`config.mk`:
```
export PLATFORM = sky130hd
export DESIGN_NAME = irrigation_zone_controller_top
export DESIGN_NICKNAME = d
export VERILOG_FILES = /design/src/rtl/izc_pkg.sv /design/src/rtl/irrigation_zone_controller_top.sv
export SDC_FILE = /design/constraint.sdc
export NUM_CORES = 1
export LEC_CHECK = 0
export BUFFER_PORTS_ARGS = -buffer_cell sky130_fd_sc_hd__clkbuf_2
export CAP_MARGIN = 20
export CELL_PAD_IN_SITES_DETAIL_PLACEMENT = 0
export CELL_PAD_IN_SITES_GLOBAL_PLACEMENT = 1
export CORE_MARGIN = 2
export CORE_UTILIZATION = 46
export CTS_CLUSTER_SIZE = 24
export DETAILED_ROUTE_END_ITERATION = 12
export PLACE_DENSITY = 0.83
export SKIP_CTS_REPAIR_TIMING = 1
export SYNTH_ARGS = -nofsm -noshare
export SYNTH_HDL_FRONTEND = slang
export SYNTH_SLANG_ARGS = --single-unit
```
`constraint.sdc`:
```
create_clock -name clk -period 3.59 [get_ports clk]
set_input_delay 0.718 -clock clk [delete_from_list [all_inputs] [get_ports clk]]
set_output_delay 0.718 -clock clk [all_outputs]
set_load 0.05 [all_outputs]
```
`src/rtl/izc_pkg.sv`:
```
// ----------------------------------------------------------------------------
// Irrigation zone controller package
// Shared widths, codes and the result word type.
// ----------------------------------------------------------------------------
package izc_pkg;

    localparam int unsigned OP_W     = 3;
    localparam int unsigned HUM_W    = 12;
    localparam int unsigned YEAR_W   = 12;
    localparam int unsigned MONTH_W  = 4;
    localparam int unsigned DAY_W    = 5;
    localparam int unsigned HOUR_W   = 5;
    localparam int unsigned MINUTE_W = 6;
    localparam int unsigned SECS_W   = 16;
    localparam int unsigned DATE_W   = 16;
    localparam int unsigned MODE_W   = 2;
    localparam int unsigned PHASE_W  = 2;
    localparam int unsigned SCNT_W   = 4;
    localparam int unsigned CIDX_W   = 3;
    localparam int unsigned CDATA_W  = 16;

    localparam int unsigned SAMPLE_TICKS_DEF = 10;

    localparam logic [YEAR_W-1:0] BASE_YEAR = YEAR_W'(2000);

    localparam logic [OP_W-1:0] OP_TICK        = 3'd0;
    localparam logic [OP_W-1:0] OP_MAN_OPEN    = 3'd1;
    localparam logic [OP_W-1:0] OP_MAN_CLOSE   = 3'd2;
    localparam logic [OP_W-1:0] OP_MAN_ONLY    = 3'd3;
    localparam logic [OP_W-1:0] OP_PROGRAMMED  = 3'd4;
    localparam logic [OP_W-1:0] OP_AUTOMATIC   = 3'd5;

    localparam logic [MODE_W-1:0] MODE_NONE   = 2'd0;
    localparam logic [MODE_W-1:0] MODE_MANUAL = 2'd1;
    localparam logic [MODE_W-1:0] MODE_PROG   = 2'd2;
    localparam logic [MODE_W-1:0] MODE_AUTO   = 2'd3;

    localparam logic [PHASE_W-1:0] PHASE_WAIT  = 2'd0;
    localparam logic [PHASE_W-1:0] PHASE_WATER = 2'd1;
    localparam logic [PHASE_W-1:0] PHASE_REST  = 2'd2;

    localparam logic [CIDX_W-1:0] REG_LOW_THRESHOLD  = 3'd0;
    localparam logic [CIDX_W-1:0] REG_HIGH_THRESHOLD = 3'd1;
    localparam logic [CIDX_W-1:0] REG_WATER_SECONDS  = 3'd2;
    localparam logic [CIDX_W-1:0] REG_REST_SECONDS   = 3'd3;
    localparam logic [CIDX_W-1:0] REG_START_DATE     = 3'd4;
    localparam logic [CIDX_W-1:0] REG_START_HOUR     = 3'd5;
    localparam logic [CIDX_W-1:0] REG_START_MINUTE   = 3'd6;

    typedef struct packed {
        logic               valve_open;
        logic [MODE_W-1:0]  mode_now;
        logic [PHASE_W-1:0] phase_now;
    } result_t;

endpackage

```
`src/rtl/irrigation_zone_controller_top.sv`:
```
// ----------------------------------------------------------------------------
// Irrigation zone controller
// Valve control for one zone in manual, automatic and programmed modes.
// ----------------------------------------------------------------------------
// Each accepted word (a one-second tick or a command) yields one result word,
// holding the valve drive, the mode and the phase after the update. A new
// word can be taken in every cycle while in_stall is low: the whole update
// is one pass of compare and 16-bit countdown logic into the state and result
// registers. A two-entry output stage (result register plus skid register)
// keeps input stall registered; input stalls only while both entries are full.
// Configuration is written through a separate port that is always ready.
module irrigation_zone_controller_top #(
    parameter int unsigned SAMPLE_TICKS = izc_pkg::SAMPLE_TICKS_DEF
) (
    input  logic                          clk,
    input  logic                          rst_n,
    input  logic                          in_valid,
    output logic                          in_stall,
    input  logic [izc_pkg::OP_W-1:0]      op,
    input  logic [izc_pkg::HUM_W-1:0]     humidity,
    input  logic [izc_pkg::YEAR_W-1:0]    now_year,
    input  logic [izc_pkg::MONTH_W-1:0]   now_month,
    input  logic [izc_pkg::DAY_W-1:0]     now_day,
    input  logic [izc_pkg::HOUR_W-1:0]    now_hour,
    input  logic [izc_pkg::MINUTE_W-1:0]  now_minute,
    output logic                          out_valid,
    input  logic                          out_stall,
    output logic                          valve_open,
    output logic [izc_pkg::MODE_W-1:0]    mode_now,
    output logic [izc_pkg::PHASE_W-1:0]   phase_now,
    input  logic                          cfg_valid,
    output logic                          cfg_ready,
    input  logic [izc_pkg::CIDX_W-1:0]    cfg_index,
    input  logic [izc_pkg::CDATA_W-1:0]   cfg_data
);
    import izc_pkg::*;

    localparam logic [SCNT_W-1:0] SAMPLE_RELOAD = SCNT_W'(SAMPLE_TICKS);

    logic [HUM_W-1:0]    low_threshold_reg;
    logic [HUM_W-1:0]    high_threshold_reg;
    logic [SECS_W-1:0]   water_seconds_reg;
    logic [SECS_W-1:0]   rest_seconds_reg;
    logic [DATE_W-1:0]   start_date_reg;
    logic [HOUR_W-1:0]   start_hour_reg;
    logic [MINUTE_W-1:0] start_minute_reg;

    logic [MODE_W-1:0]   mode_reg, mode_next;
    logic [PHASE_W-1:0]  phase_reg, phase_next;
    logic [SECS_W-1:0]   pcnt_reg, pcnt_next;
    logic [SCNT_W-1:0]   scnt_reg, scnt_next;
    logic                sampling_reg, sampling_next;
    logic                valve_reg, valve_next;

    result_t             out_reg, skid_reg, result_next;
    logic                out_valid_reg, skid_valid_reg;

    logic                in_fire;
    logic                out_free;
    logic [YEAR_W-1:0]   start_year;
    logic                date_match;

    assign cfg_ready = 1'b1;
    assign in_stall  = skid_valid_reg;
    assign in_fire   = in_valid && !skid_valid_reg;
    assign out_free  = !out_valid_reg || !out_stall;

    assign out_valid  = out_valid_reg;
    assign valve_open = out_reg.valve_open;
    assign mode_now   = out_reg.mode_now;
    assign phase_now  = out_reg.phase_now;

    assign start_year = BASE_YEAR + YEAR_W'(start_date_reg[DATE_W-1:9]);
    assign date_match = (now_year == start_year)
                     && (now_month == start_date_reg[8:5])
                     && (now_day == start_date_reg[4:0])
                     && (now_hour == start_hour_reg)
                     && (now_minute == start_minute_reg);

    always_ff @(posedge clk or negedge rst_n)
    begin
        if (!rst_n)
        begin
            low_threshold_reg  <= '0;
            high_threshold_reg <= HUM_W'(4095);
            water_seconds_reg  <= SECS_W'(60);
            rest_seconds_reg   <= SECS_W'(3600);
            start_date_reg     <= '0;
            start_hour_reg     <= '0;
            start_minute_reg   <= '0;
        end
        else if (cfg_valid && cfg_ready)
        begin
            unique case (cfg_index)
                REG_LOW_THRESHOLD:  low_threshold_reg  <= cfg_data[HUM_W-1:0];
                REG_HIGH_THRESHOLD: high_threshold_reg <= cfg_data[HUM_W-1:0];
                REG_WATER_SECONDS:  water_seconds_reg  <= cfg_data[SECS_W-1:0];
                REG_REST_SECONDS:   rest_seconds_reg   <= cfg_data[SECS_W-1:0];
                REG_START_DATE:     start_date_reg     <= cfg_data[DATE_W-1:0];
                REG_START_HOUR:     start_hour_reg     <= cfg_data[HOUR_W-1:0];
                REG_START_MINUTE:   start_minute_reg   <= cfg_data[MINUTE_W-1:0];
                default:            ;
            endcase
        end
    end

    always_comb
    begin
        logic fresh;
        logic fire;
        mode_next     = mode_reg;
        phase_next    = phase_reg;
        pcnt_next     = pcnt_reg;
        scnt_next     = scnt_reg;
        sampling_next = sampling_reg;
        valve_next    = valve_reg;
        fresh         = 1'b0;
        fire          = 1'b0;

        unique case (op)
            OP_MAN_OPEN, OP_MAN_CLOSE, OP_MAN_ONLY:
            begin
                mode_next     = MODE_MANUAL;
                sampling_next = 1'b0;
                if (op == OP_MAN_OPEN)
                    valve_next = 1'b1;
                if (op == OP_MAN_CLOSE)
                    valve_next = 1'b0;
            end
            OP_PROGRAMMED:
            begin
                mode_next     = MODE_PROG;
                sampling_next = 1'b0;
                phase_next    = PHASE_WAIT;
            end
            OP_AUTOMATIC:
            begin
                mode_next     = MODE_AUTO;
                sampling_next = 1'b1;
                scnt_next     = SAMPLE_RELOAD;
            end
            default:
            begin
                if (mode_reg == MODE_AUTO)
                begin
                    if (sampling_reg)
                    begin
                        if (scnt_reg <= SCNT_W'(1))
                        begin
                            scnt_next = SAMPLE_RELOAD;
                            if (humidity <= low_threshold_reg && phase_next == PHASE_WAIT)
                            begin
                                valve_next = 1'b1;
                                phase_next = PHASE_WATER;
                            end
                            if (humidity >= high_threshold_reg && phase_next == PHASE_WATER)
                            begin
                                valve_next = 1'b0;
                                phase_next = PHASE_WAIT;
                            end
                        end
                        else
                            scnt_next = scnt_reg - SCNT_W'(1);
                    end
                end
                else if (mode_reg == MODE_PROG)
                begin
                    if (phase_next == PHASE_WAIT && date_match)
                    begin
                        valve_next = 1'b1;
                        phase_next = PHASE_WATER;
                        pcnt_next  = water_seconds_reg;
                        fresh      = 1'b1;
                    end
                    if (phase_next == PHASE_WATER)
                    begin
                        if (fresh)
                            fire = (water_seconds_reg == '0);
                        else
                        begin
                            fire      = (pcnt_reg <= SECS_W'(1));
                            pcnt_next = fire ? water_seconds_reg : pcnt_reg - SECS_W'(1);
                        end
                        if (fire)
                        begin
                            valve_next = 1'b0;
                            phase_next = PHASE_REST;
                            pcnt_next  = rest_seconds_reg;
                            fresh      = 1'b1;
                        end
                    end
                    if (phase_next == PHASE_REST)
                    begin
                        if (fresh)
                            fire = (rest_seconds_reg == '0);
                        else
                        begin
                            fire      = (pcnt_reg <= SECS_W'(1));
                            pcnt_next = fire ? rest_seconds_reg : pcnt_reg - SECS_W'(1);
                        end
                        if (fire)
                        begin
                            valve_next = 1'b1;
                            phase_next = PHASE_WATER;
                            pcnt_next  = water_seconds_reg;
                        end
                    end
                end
            end
        endcase

        result_next.valve_open = valve_next;
        result_next.mode_now   = mode_next;
        result_next.phase_now  = phase_next;
    end

    always_ff @(posedge clk or negedge rst_n)
    begin
        if (!rst_n)
        begin
            mode_reg     <= MODE_NONE;
            phase_reg    <= PHASE_WAIT;
            pcnt_reg     <= '0;
            scnt_reg     <= '0;
            sampling_reg <= 1'b0;
            valve_reg    <= 1'b0;
        end
        else if (in_fire)
        begin
            mode_reg     <= mode_next;
            phase_reg    <= phase_next;
            pcnt_reg     <= pcnt_next;
            scnt_reg     <= scnt_next;
            sampling_reg <= sampling_next;
            valve_reg    <= valve_next;
        end
    end

    always_ff @(posedge clk or negedge rst_n)
    begin
        if (!rst_n)
        begin
            out_valid_reg  <= 1'b0;
            skid_valid_reg <= 1'b0;
        end
        else if (out_free)
        begin
            out_valid_reg  <= skid_valid_reg || in_fire;
            skid_valid_reg <= 1'b0;
        end
        else if (in_fire)
            skid_valid_reg <= 1'b1;
    end

    always_ff @(posedge clk)
    begin
        if (out_free)
            out_reg <= skid_valid_reg ? skid_reg : result_next;
        else if (in_fire)
            skid_reg <= result_next;
    end

    a_skid_needs_out: assert property (@(posedge clk) disable iff (!rst_n)
        skid_valid_reg |-> out_valid_reg)
        else $error("skid word held without a result word ahead of it");

    a_accept_gives_result: assert property (@(posedge clk) disable iff (!rst_n)
        in_valid && !in_stall |=> out_valid)
        else $error("accepted word produced no result word");

    a_sampling_auto_only: assert property (@(posedge clk) disable iff (!rst_n)
        sampling_reg |-> mode_reg == MODE_AUTO)
        else $error("humidity sampling running outside automatic mode");

    a_none_mode_idle: assert property (@(posedge clk) disable iff (!rst_n)
        mode_reg == MODE_NONE |-> !valve_reg && phase_reg == PHASE_WAIT)
        else $error("valve or phase moved before any mode was chosen");

endmodule
```
==> Word level (Yosys, flattened, before mapping) <==
Cells that the tools add are included.
{ "totals": {"reg_bits": 121, "input_bits": 71, "out_inout_bits": 8, "word_cells": 163} }
{ "op_classes": {"add_sub_neg": 3, "magnitude_cmp": 4, "eq_ne": 21, "n_mux": 73, "bitwise": 4, "reduce_logical": 37} }
{ "op_table": {"columns": ["operator", "count"], "rows": [
  ["$mux W16", 9],
  ["$mux W2", 21],
  ["$mux W1", 34],
  ["$logic_not A16 Y1", 2],
  ["$reduce_and A2 Y1", 9],
  ["$le A16 B1 Y1 const B", 1],
  ["$sub A16 B1 Y16 const B", 1],
  ["$eq A3 B3 Y1 const B", 5],
  ["$add A11 B7 Y12 const A", 1],
  ["$eq A12 B12 Y1", 1],
  ["$eq A3 B2 Y1 const B", 4],
  ["$ge A12 B12 Y1", 1],
  ["$le A12 B12 Y1", 1],
  ["$mux W4", 3],
  ["$eq A5 B5 Y1", 2],
  ["$logic_and A1 B1 Y1", 8],
  ["$pmux W4 S2", 1],
  ["$reduce_and A4 Y1", 2],
  ["$reduce_bool A2 Y1", 4],
  ["$reduce_or A4 Y1", 2],
  ["$eq A2 B2 Y1 const B", 3],
  ["$eq A3 B1 Y1 const B", 2],
  ["$eq A6 B6 Y1", 1],
  ["$pmux W2 S3", 1],
  ["other kinds (15)", 23]
]} }

==> Logic depth before layout (Yosys ltp) <==
{ "depth": {"depth_word": 32, "mapped_depth": 13} }

==> Worst setup path after synthesis <==
Ideal clock, no wire load.
{ "synth_timing": {"kind": "register to register", "from": "register start_date_reg[13]", "to": "register pcnt_reg[15]", "setup_ns": 0.141, "t_arrival_ns": 2.793, "required_time_ns": 3.449, "slack_ns": 0.656, "path_stages_with_launch": 14, "path_buffers": 2, "path_cell_list": "dfrtp_1 ha_1 inv_1 ha_1 or3_1 a211oi_1 nand4_1 or3_1 clkbuf_1 buf_2 nand2_1 nor3_1 o32ai_1 a31oi_1"} }
{ "synth_via": {"elab_chain_cells": 28, "elab_cells_between_ends": 44} }
{ "synth_lines": {"columns": ["item", "line_no", "source"], "rows": [
  ["start, declared", "irrigation_zone_controller_top.sv:44", "logic [DATE_W-1:0] start_date_reg;"],
  ["start signal, assigned", "irrigation_zone_controller_top.sv:99", "REG_START_DATE: start_date_reg <= cfg_data[DATE_W-1:0];"],
  ["$add A11 B7 Y12 (*)", "irrigation_zone_controller_top.sv:73", "assign start_year = BASE_YEAR + YEAR_W'(start_date_reg[DATE_W-1:9]);"],
  ["$eq A12 B12 Y1 (*)", "irrigation_zone_controller_top.sv:74", "assign date_match = (now_year == start_year)"],
  ["$logic_and A1 B1 Y1 (*)", "irrigation_zone_controller_top.sv:75", "&& (now_month == start_date_reg[8:5])"],
  ["$logic_and A1 B1 Y1 (*)", "irrigation_zone_controller_top.sv:76", "&& (now_day == start_date_reg[4:0])"],
  ["$logic_and A1 B1 Y1 (*)", "irrigation_zone_controller_top.sv:77", "&& (now_hour == start_hour_reg)"],
  ["$logic_and A1 B1 Y1 (*)", "irrigation_zone_controller_top.sv:78", "&& (now_minute == start_minute_reg);"],
  ["$logic_and A1 B1 Y1 (*)", "irrigation_zone_controller_top.sv:168", "if (phase_next == PHASE_WAIT && date_match)"],
  ["$mux W1", "irrigation_zone_controller_top.sv:168", null],
  ["(+12 left out)", null, null],
  ["$mux W1", "irrigation_zone_controller_top.sv:120", "unique case (op)"],
  ["$mux W1", "irrigation_zone_controller_top.sv:194", "if (fresh)"],
  ["$mux W1", "irrigation_zone_controller_top.sv:192", "if (phase_next == PHASE_REST)"],
  ["$mux W1", "irrigation_zone_controller_top.sv:166", "else if (mode_reg == MODE_PROG)"],
  ["$mux W1", "irrigation_zone_controller_top.sv:144", "if (mode_reg == MODE_AUTO)"],
  ["$mux W1", "irrigation_zone_controller_top.sv:120", null],
  ["$mux W16", "irrigation_zone_controller_top.sv:201", "if (fire)"],
  ["$mux W16 (*)", "irrigation_zone_controller_top.sv:192", null],
  ["end signal, assigned", "irrigation_zone_controller_top.sv:232", "pcnt_reg <= pcnt_next;"],
  ["end, declared", "irrigation_zone_controller_top.sv:50", "logic [SECS_W-1:0] pcnt_reg, pcnt_next;"]
]} }
Every way passes the cells marked *; elsewhere a longest branch is shown, timed or not. The select of a mux whose other input is x is not followed.
A chain may end at the register's enable or synchronous reset.

==> Worst setup path in the final report <==
{ "layout_timing": {"from": "register start_date_reg[13]", "to": "register out_reg, in the netlist valve_open, data pin"} }
{ "layout_via": {"elab_chain_cells": 32, "elab_cells_between_ends": 46} }
{ "layout_lines": {"columns": ["item", "line_no", "source"], "rows": [
  ["$add A11 B7 Y12 (*)", "irrigation_zone_controller_top.sv:73", null],
  ["$eq A12 B12 Y1 (*)", "irrigation_zone_controller_top.sv:74", null],
  ["$logic_and A1 B1 Y1 (*)", "irrigation_zone_controller_top.sv:75", null],
  ["$logic_and A1 B1 Y1 (*)", "irrigation_zone_controller_top.sv:76", null],
  ["$logic_and A1 B1 Y1 (*)", "irrigation_zone_controller_top.sv:77", null],
  ["$logic_and A1 B1 Y1 (*)", "irrigation_zone_controller_top.sv:78", null],
  ["$logic_and A1 B1 Y1 (*)", "irrigation_zone_controller_top.sv:168", null],
  ["$mux W1", "irrigation_zone_controller_top.sv:168", null],
  ["(+16 left out)", null, null],
  ["$mux W1", "irrigation_zone_controller_top.sv:144", null],
  ["$mux W1", "irrigation_zone_controller_top.sv:120", null],
  ["$mux W1", "irrigation_zone_controller_top.sv:201", null],
  ["$mux W1 (*)", "irrigation_zone_controller_top.sv:192", null],
  ["$mux W1 (*)", "irrigation_zone_controller_top.sv:166", null],
  ["$mux W1 (*)", "irrigation_zone_controller_top.sv:144", null],
  ["$pmux W1 S2 (*)", "irrigation_zone_controller_top.sv:120", null],
  ["$mux W5 (*)", "irrigation_zone_controller_top.sv:258", "out_reg <= skid_valid_reg ? skid_reg : result_next;"],
  ["end signal, assigned", "irrigation_zone_controller_top.sv:258", null],
  ["end, declared", "irrigation_zone_controller_top.sv:55", "result_t out_reg, skid_reg, result_next;"]
]} }
Marks and branches as above.

==> results.sh <==
export IMPL_cts_sinks=121
export IMPL_synth_edf_count=10
export IMPL_status="completed"
export IMPL_finalWeightedCongestion=0.988
export IMPL_yosysSeqAreaShare_pct=40.2
export IMPL_seqCellArea_sq_um=3100
export IMPL_setup_tns_ns=0
export IMPL_power_share_combinational_pct=28.2
export IMPL_startpoint_type="flip-flop"
export IMPL_grt_overflow=0
export IMPL_num_antenna_cells=0
export IMPL_hold_violations=0
export IMPL_p_seq_share_pct=37.8
export IMPL_drive_gt1_share_pct=27.4
export IMPL_grt_pass1_wl_um=35600
export IMPL_fin_crit_sh_pct=90.4
export IMPL_ir_drop_uv=348
export IMPL_initial_core_util_pct=46.8
export IMPL_cts_tree="yes"
export IMPL_clk_latency_ns=0.43
export IMPL_dpl_cell_count=1108
export IMPL_ys_warn_count=0
export IMPL_cp_required_ns=3.88
export IMPL_io_buffers=77
export IMPL_syn_area_per_cell_sq_um=9.51
export IMPL_p_switching_uw=1780
export IMPL_hold_class="in -> async"
export IMPL_async_reset_ff_share_pct=91.7
export IMPL_placed_area_sq_um=8530
export IMPL_fp_coreArea_sq_um=16500
export IMPL_finalPower_uw=5320
export IMPL_power_leakage_uw=0.00400
export IMPL_cts_htree_levels=4
export IMPL_vias=6708
export IMPL_path_clk_slew_ns=0.06
export IMPL_max_cap_violations=0
export IMPL_slew_violations=0
export IMPL_io_pins=79
export IMPL_wl_per_cell_um=19.4
export IMPL_finalNonFillerCells=1140
export IMPL_cts_buffers=17
export IMPL_timing_rr_start="start_date_reg[13]"
export IMPL_first_iter_violations=598
export IMPL_areaGrowthSynthToFinish_pct=18.7
export IMPL_row_count=47
export IMPL_worstPathMaxFanout=6
export IMPL_p_clk_share_pct=34.0
export IMPL_rsz0062_at_grt="false"
export IMPL_viasPerCell=5.88
export IMPL_stdcell_area_sq_um=9150
export IMPL_totalWireLength_um=22100
export IMPL_synthCells=811
export IMPL_multi_input_area_sq_um=4300
export IMPL_reg2regPathDepth=12
export IMPL_hpwl_um=16600
export IMPL_regToRegEndpoint="valve_open"
export IMPL_fmax_mhz=308
export IMPL_nFillCells=1513
export IMPL_place_ws_ns=0.334
export IMPL_layout_setup_ws_ns=0.343
export IMPL_nets=1008
export IMPL_path_class="reg -> reg"
export IMPL_clockRootBuffer="clkbuf_16"
export IMPL_first_pass_iters=5
export IMPL_synth_nets=912
export IMPL_layout_min_cycle_time_ns=3.25
export IMPL_setup_violations=0
export IMPL_grt_max_degree=65
export IMPL_p_sw_share_pct=33.5
export IMPL_synth_cell_type_count=77
export IMPL_ys_ff_latch=121
export IMPL_route_detailed_drc=0
export IMPL_cp_end_kind="flip-flop"
export IMPL_fin_worst_skew_ns=0.0112
export IMPL_met1_usage_pct=35.6
export IMPL_grt_use_total_pct=25.9
export IMPL_grt_pass1_vias=6530
export IMPL_p_int_uw=3530
export IMPL_synth_area_sq_um=7710
export IMPL_ant_nets=0
export IMPL_grtUsageMet3_pct=4.72
export IMPL_chipHeight_um=133
export IMPL_dieArea_sq_um=17800
export IMPL_antenna_found_initial=0
export IMPL_cts_path_max_buffers=2
export IMPL_cp_data_arrival_time_ns=3.53
export IMPL_ys_flop_type="dfrtp_1"
export IMPL_slew_headroom_pct=56.0
export IMPL_r2r_slack_ns=0.34
export IMPL_grt_busiest_layer="met2"
export IMPL_power_density_nw_per_um2=581
export IMPL_use_met2_pct=40.0
export IMPL_die_x_um=133
export IMPL_worstMarginPinSlew_ns=0.653
[per-stage QoR]
stage               hold slack [ns]  utilization (%)
global placement              0.491             51.8
CTS                           0.329             55.6
floorplan                     0.422                -
global route                  0.361             55.6
detailed placement            0.503             51.8
finish                        0.311             55.6
[per-layer routing]
metal	share of wire [%]	vias up
met1	45	3214
met5	0	-
met2	45	270
met3	6.9	55
li1	-	3169
met4	3.4	0
[Yosys cell counts (11+ instances only)]
cell type | instances | share of area [%]
nand2_1 | 92 | 4.5
dfrtp_1 | 91 | 30
o21ai_0 | 66 | 4.3
mux2_2 | 65 | 9.5
nor2_1 | 50 | 2.4
inv_1 | 41 | 2.0
a21oi_1 | 34 | 2.2
ha_1 | 30 | 4.9
xor2_1 | 30 | 3.4
clkbuf_1 | 25 | 1.2
nor4_1 | 22 | 1.8
dfstp_2 | 20 | 6.8
nor3_1 | 20 | 1.3
nand3_1 | 13 | 0.84
a211oi_1 | 11 | 1.1
[layout by cell type (no fill, tap or decap), types with 5 or more instances in the layout]
| cell type | synthesis | final |
|---|---|---|
| a211o_1 | 5 | 5 |
| a211oi_1 | 11 | 11 |
| a21o_1 | 6 | 6 |
| a21oi_1 | 34 | 34 |
| a22oi_1 | 6 | 6 |
| a31oi_1 | 10 | 10 |
| and2_1 | 5 | 5 |
| buf_4 | 4 | 35 |
| clkbuf_16 | 0 | 18 |
| clkbuf_2 | 0 | 76 |
| dfrtp_1 | 91 | 91 |
| dfstp_2 | 20 | 20 |
| edfxtp_1 | 10 | 10 |
| ha_1 | 30 | 30 |
| inv_1 | 41 | 41 |
| mux2_2 | 65 | 65 |
| mux2i_1 | 10 | 10 |
| nand2_1 | 92 | 92 |
| nand2b_1 | 5 | 5 |
| nand3_1 | 13 | 13 |
| nand4_1 | 9 | 9 |
| nand4b_1 | 5 | 5 |
| nor2_1 | 50 | 50 |
| nor3_1 | 20 | 17 |
| nor4_1 | 22 | 22 |
| o211ai_1 | 10 | 10 |
| o21a_1 | 5 | 5 |
| o21ai_0 | 66 | 66 |
| or2_2 | 5 | 5 |
| or3_1 | 8 | 8 |
| xnor2_1 | 9 | 9 |
| xor2_1 | 30 | 30 |
[worst max path at each step]
stage / to / depth (start not counted) / start
floorplan: pcnt_reg[15] / 13 / start_date_reg[13]
global placement: phase_now[1] / 10 / now_hour[2]
detailed placement: pcnt_reg[4] / 12 / start_date_reg[13]
CTS: pcnt_reg[4] / 12 / start_date_reg[13]
global route: valve_open / 12 / start_date_reg[13]
finish: valve_open / 12 / start_date_reg[13]
[area by class of cell]
type,instances,share of cell area (%)
clock buffer,21,5.15
clock inverter,11,1.57
inverter,42,1.72
timing repair buffer,114,7.68
multi-input combinational,611,47.0
sequential,121,33.9
tap,220,3.01
[cells by family (layout without fill, tap and decap cells)]
logic type	count (synthesis)	count (layout)	share of synthesized area, %
XOR/XNOR	39	39	4.43
AND/OR/NAND/NOR	262	262	17.4
adder cells (fa/ha/maj)	31	31	5.00
AO/OA/AOI/OAI	203	203	17.7
multiplexers	75	75	10.8
other	1	1	0.0486
buffers and inverters	79	188	4.33
flip-flops	121	121	40.2
[power by group through the flow]
stage | clock (uW) | sequential, uW | combinational (uW)
floorplan | 0 | 1940 | 1090
global placement | 0 | 2010 | 1470
detailed placement | 0 | 2020 | 1480
CTS | 1820 | 2000 | 1490
global route | 1890 | 2050 | 1670
finish | 1810 | 2010 | 1500
[worst max-delay path, cell delays in order (launching register included)]
cell	delay [ns]
dfrtp_1	0.40
ha_1	0.17
inv_1	0.05
ha_1	0.19
or3_1	0.39
a211oi_1	0.24
nand4_1	0.23
or3_1	0.48
buf_4	0.20
a21oi_1	0.24
o21ai_0	0.14
o2111ai_1	0.17
a32o_1	0.21
Power figures use the tool's default switching activity.
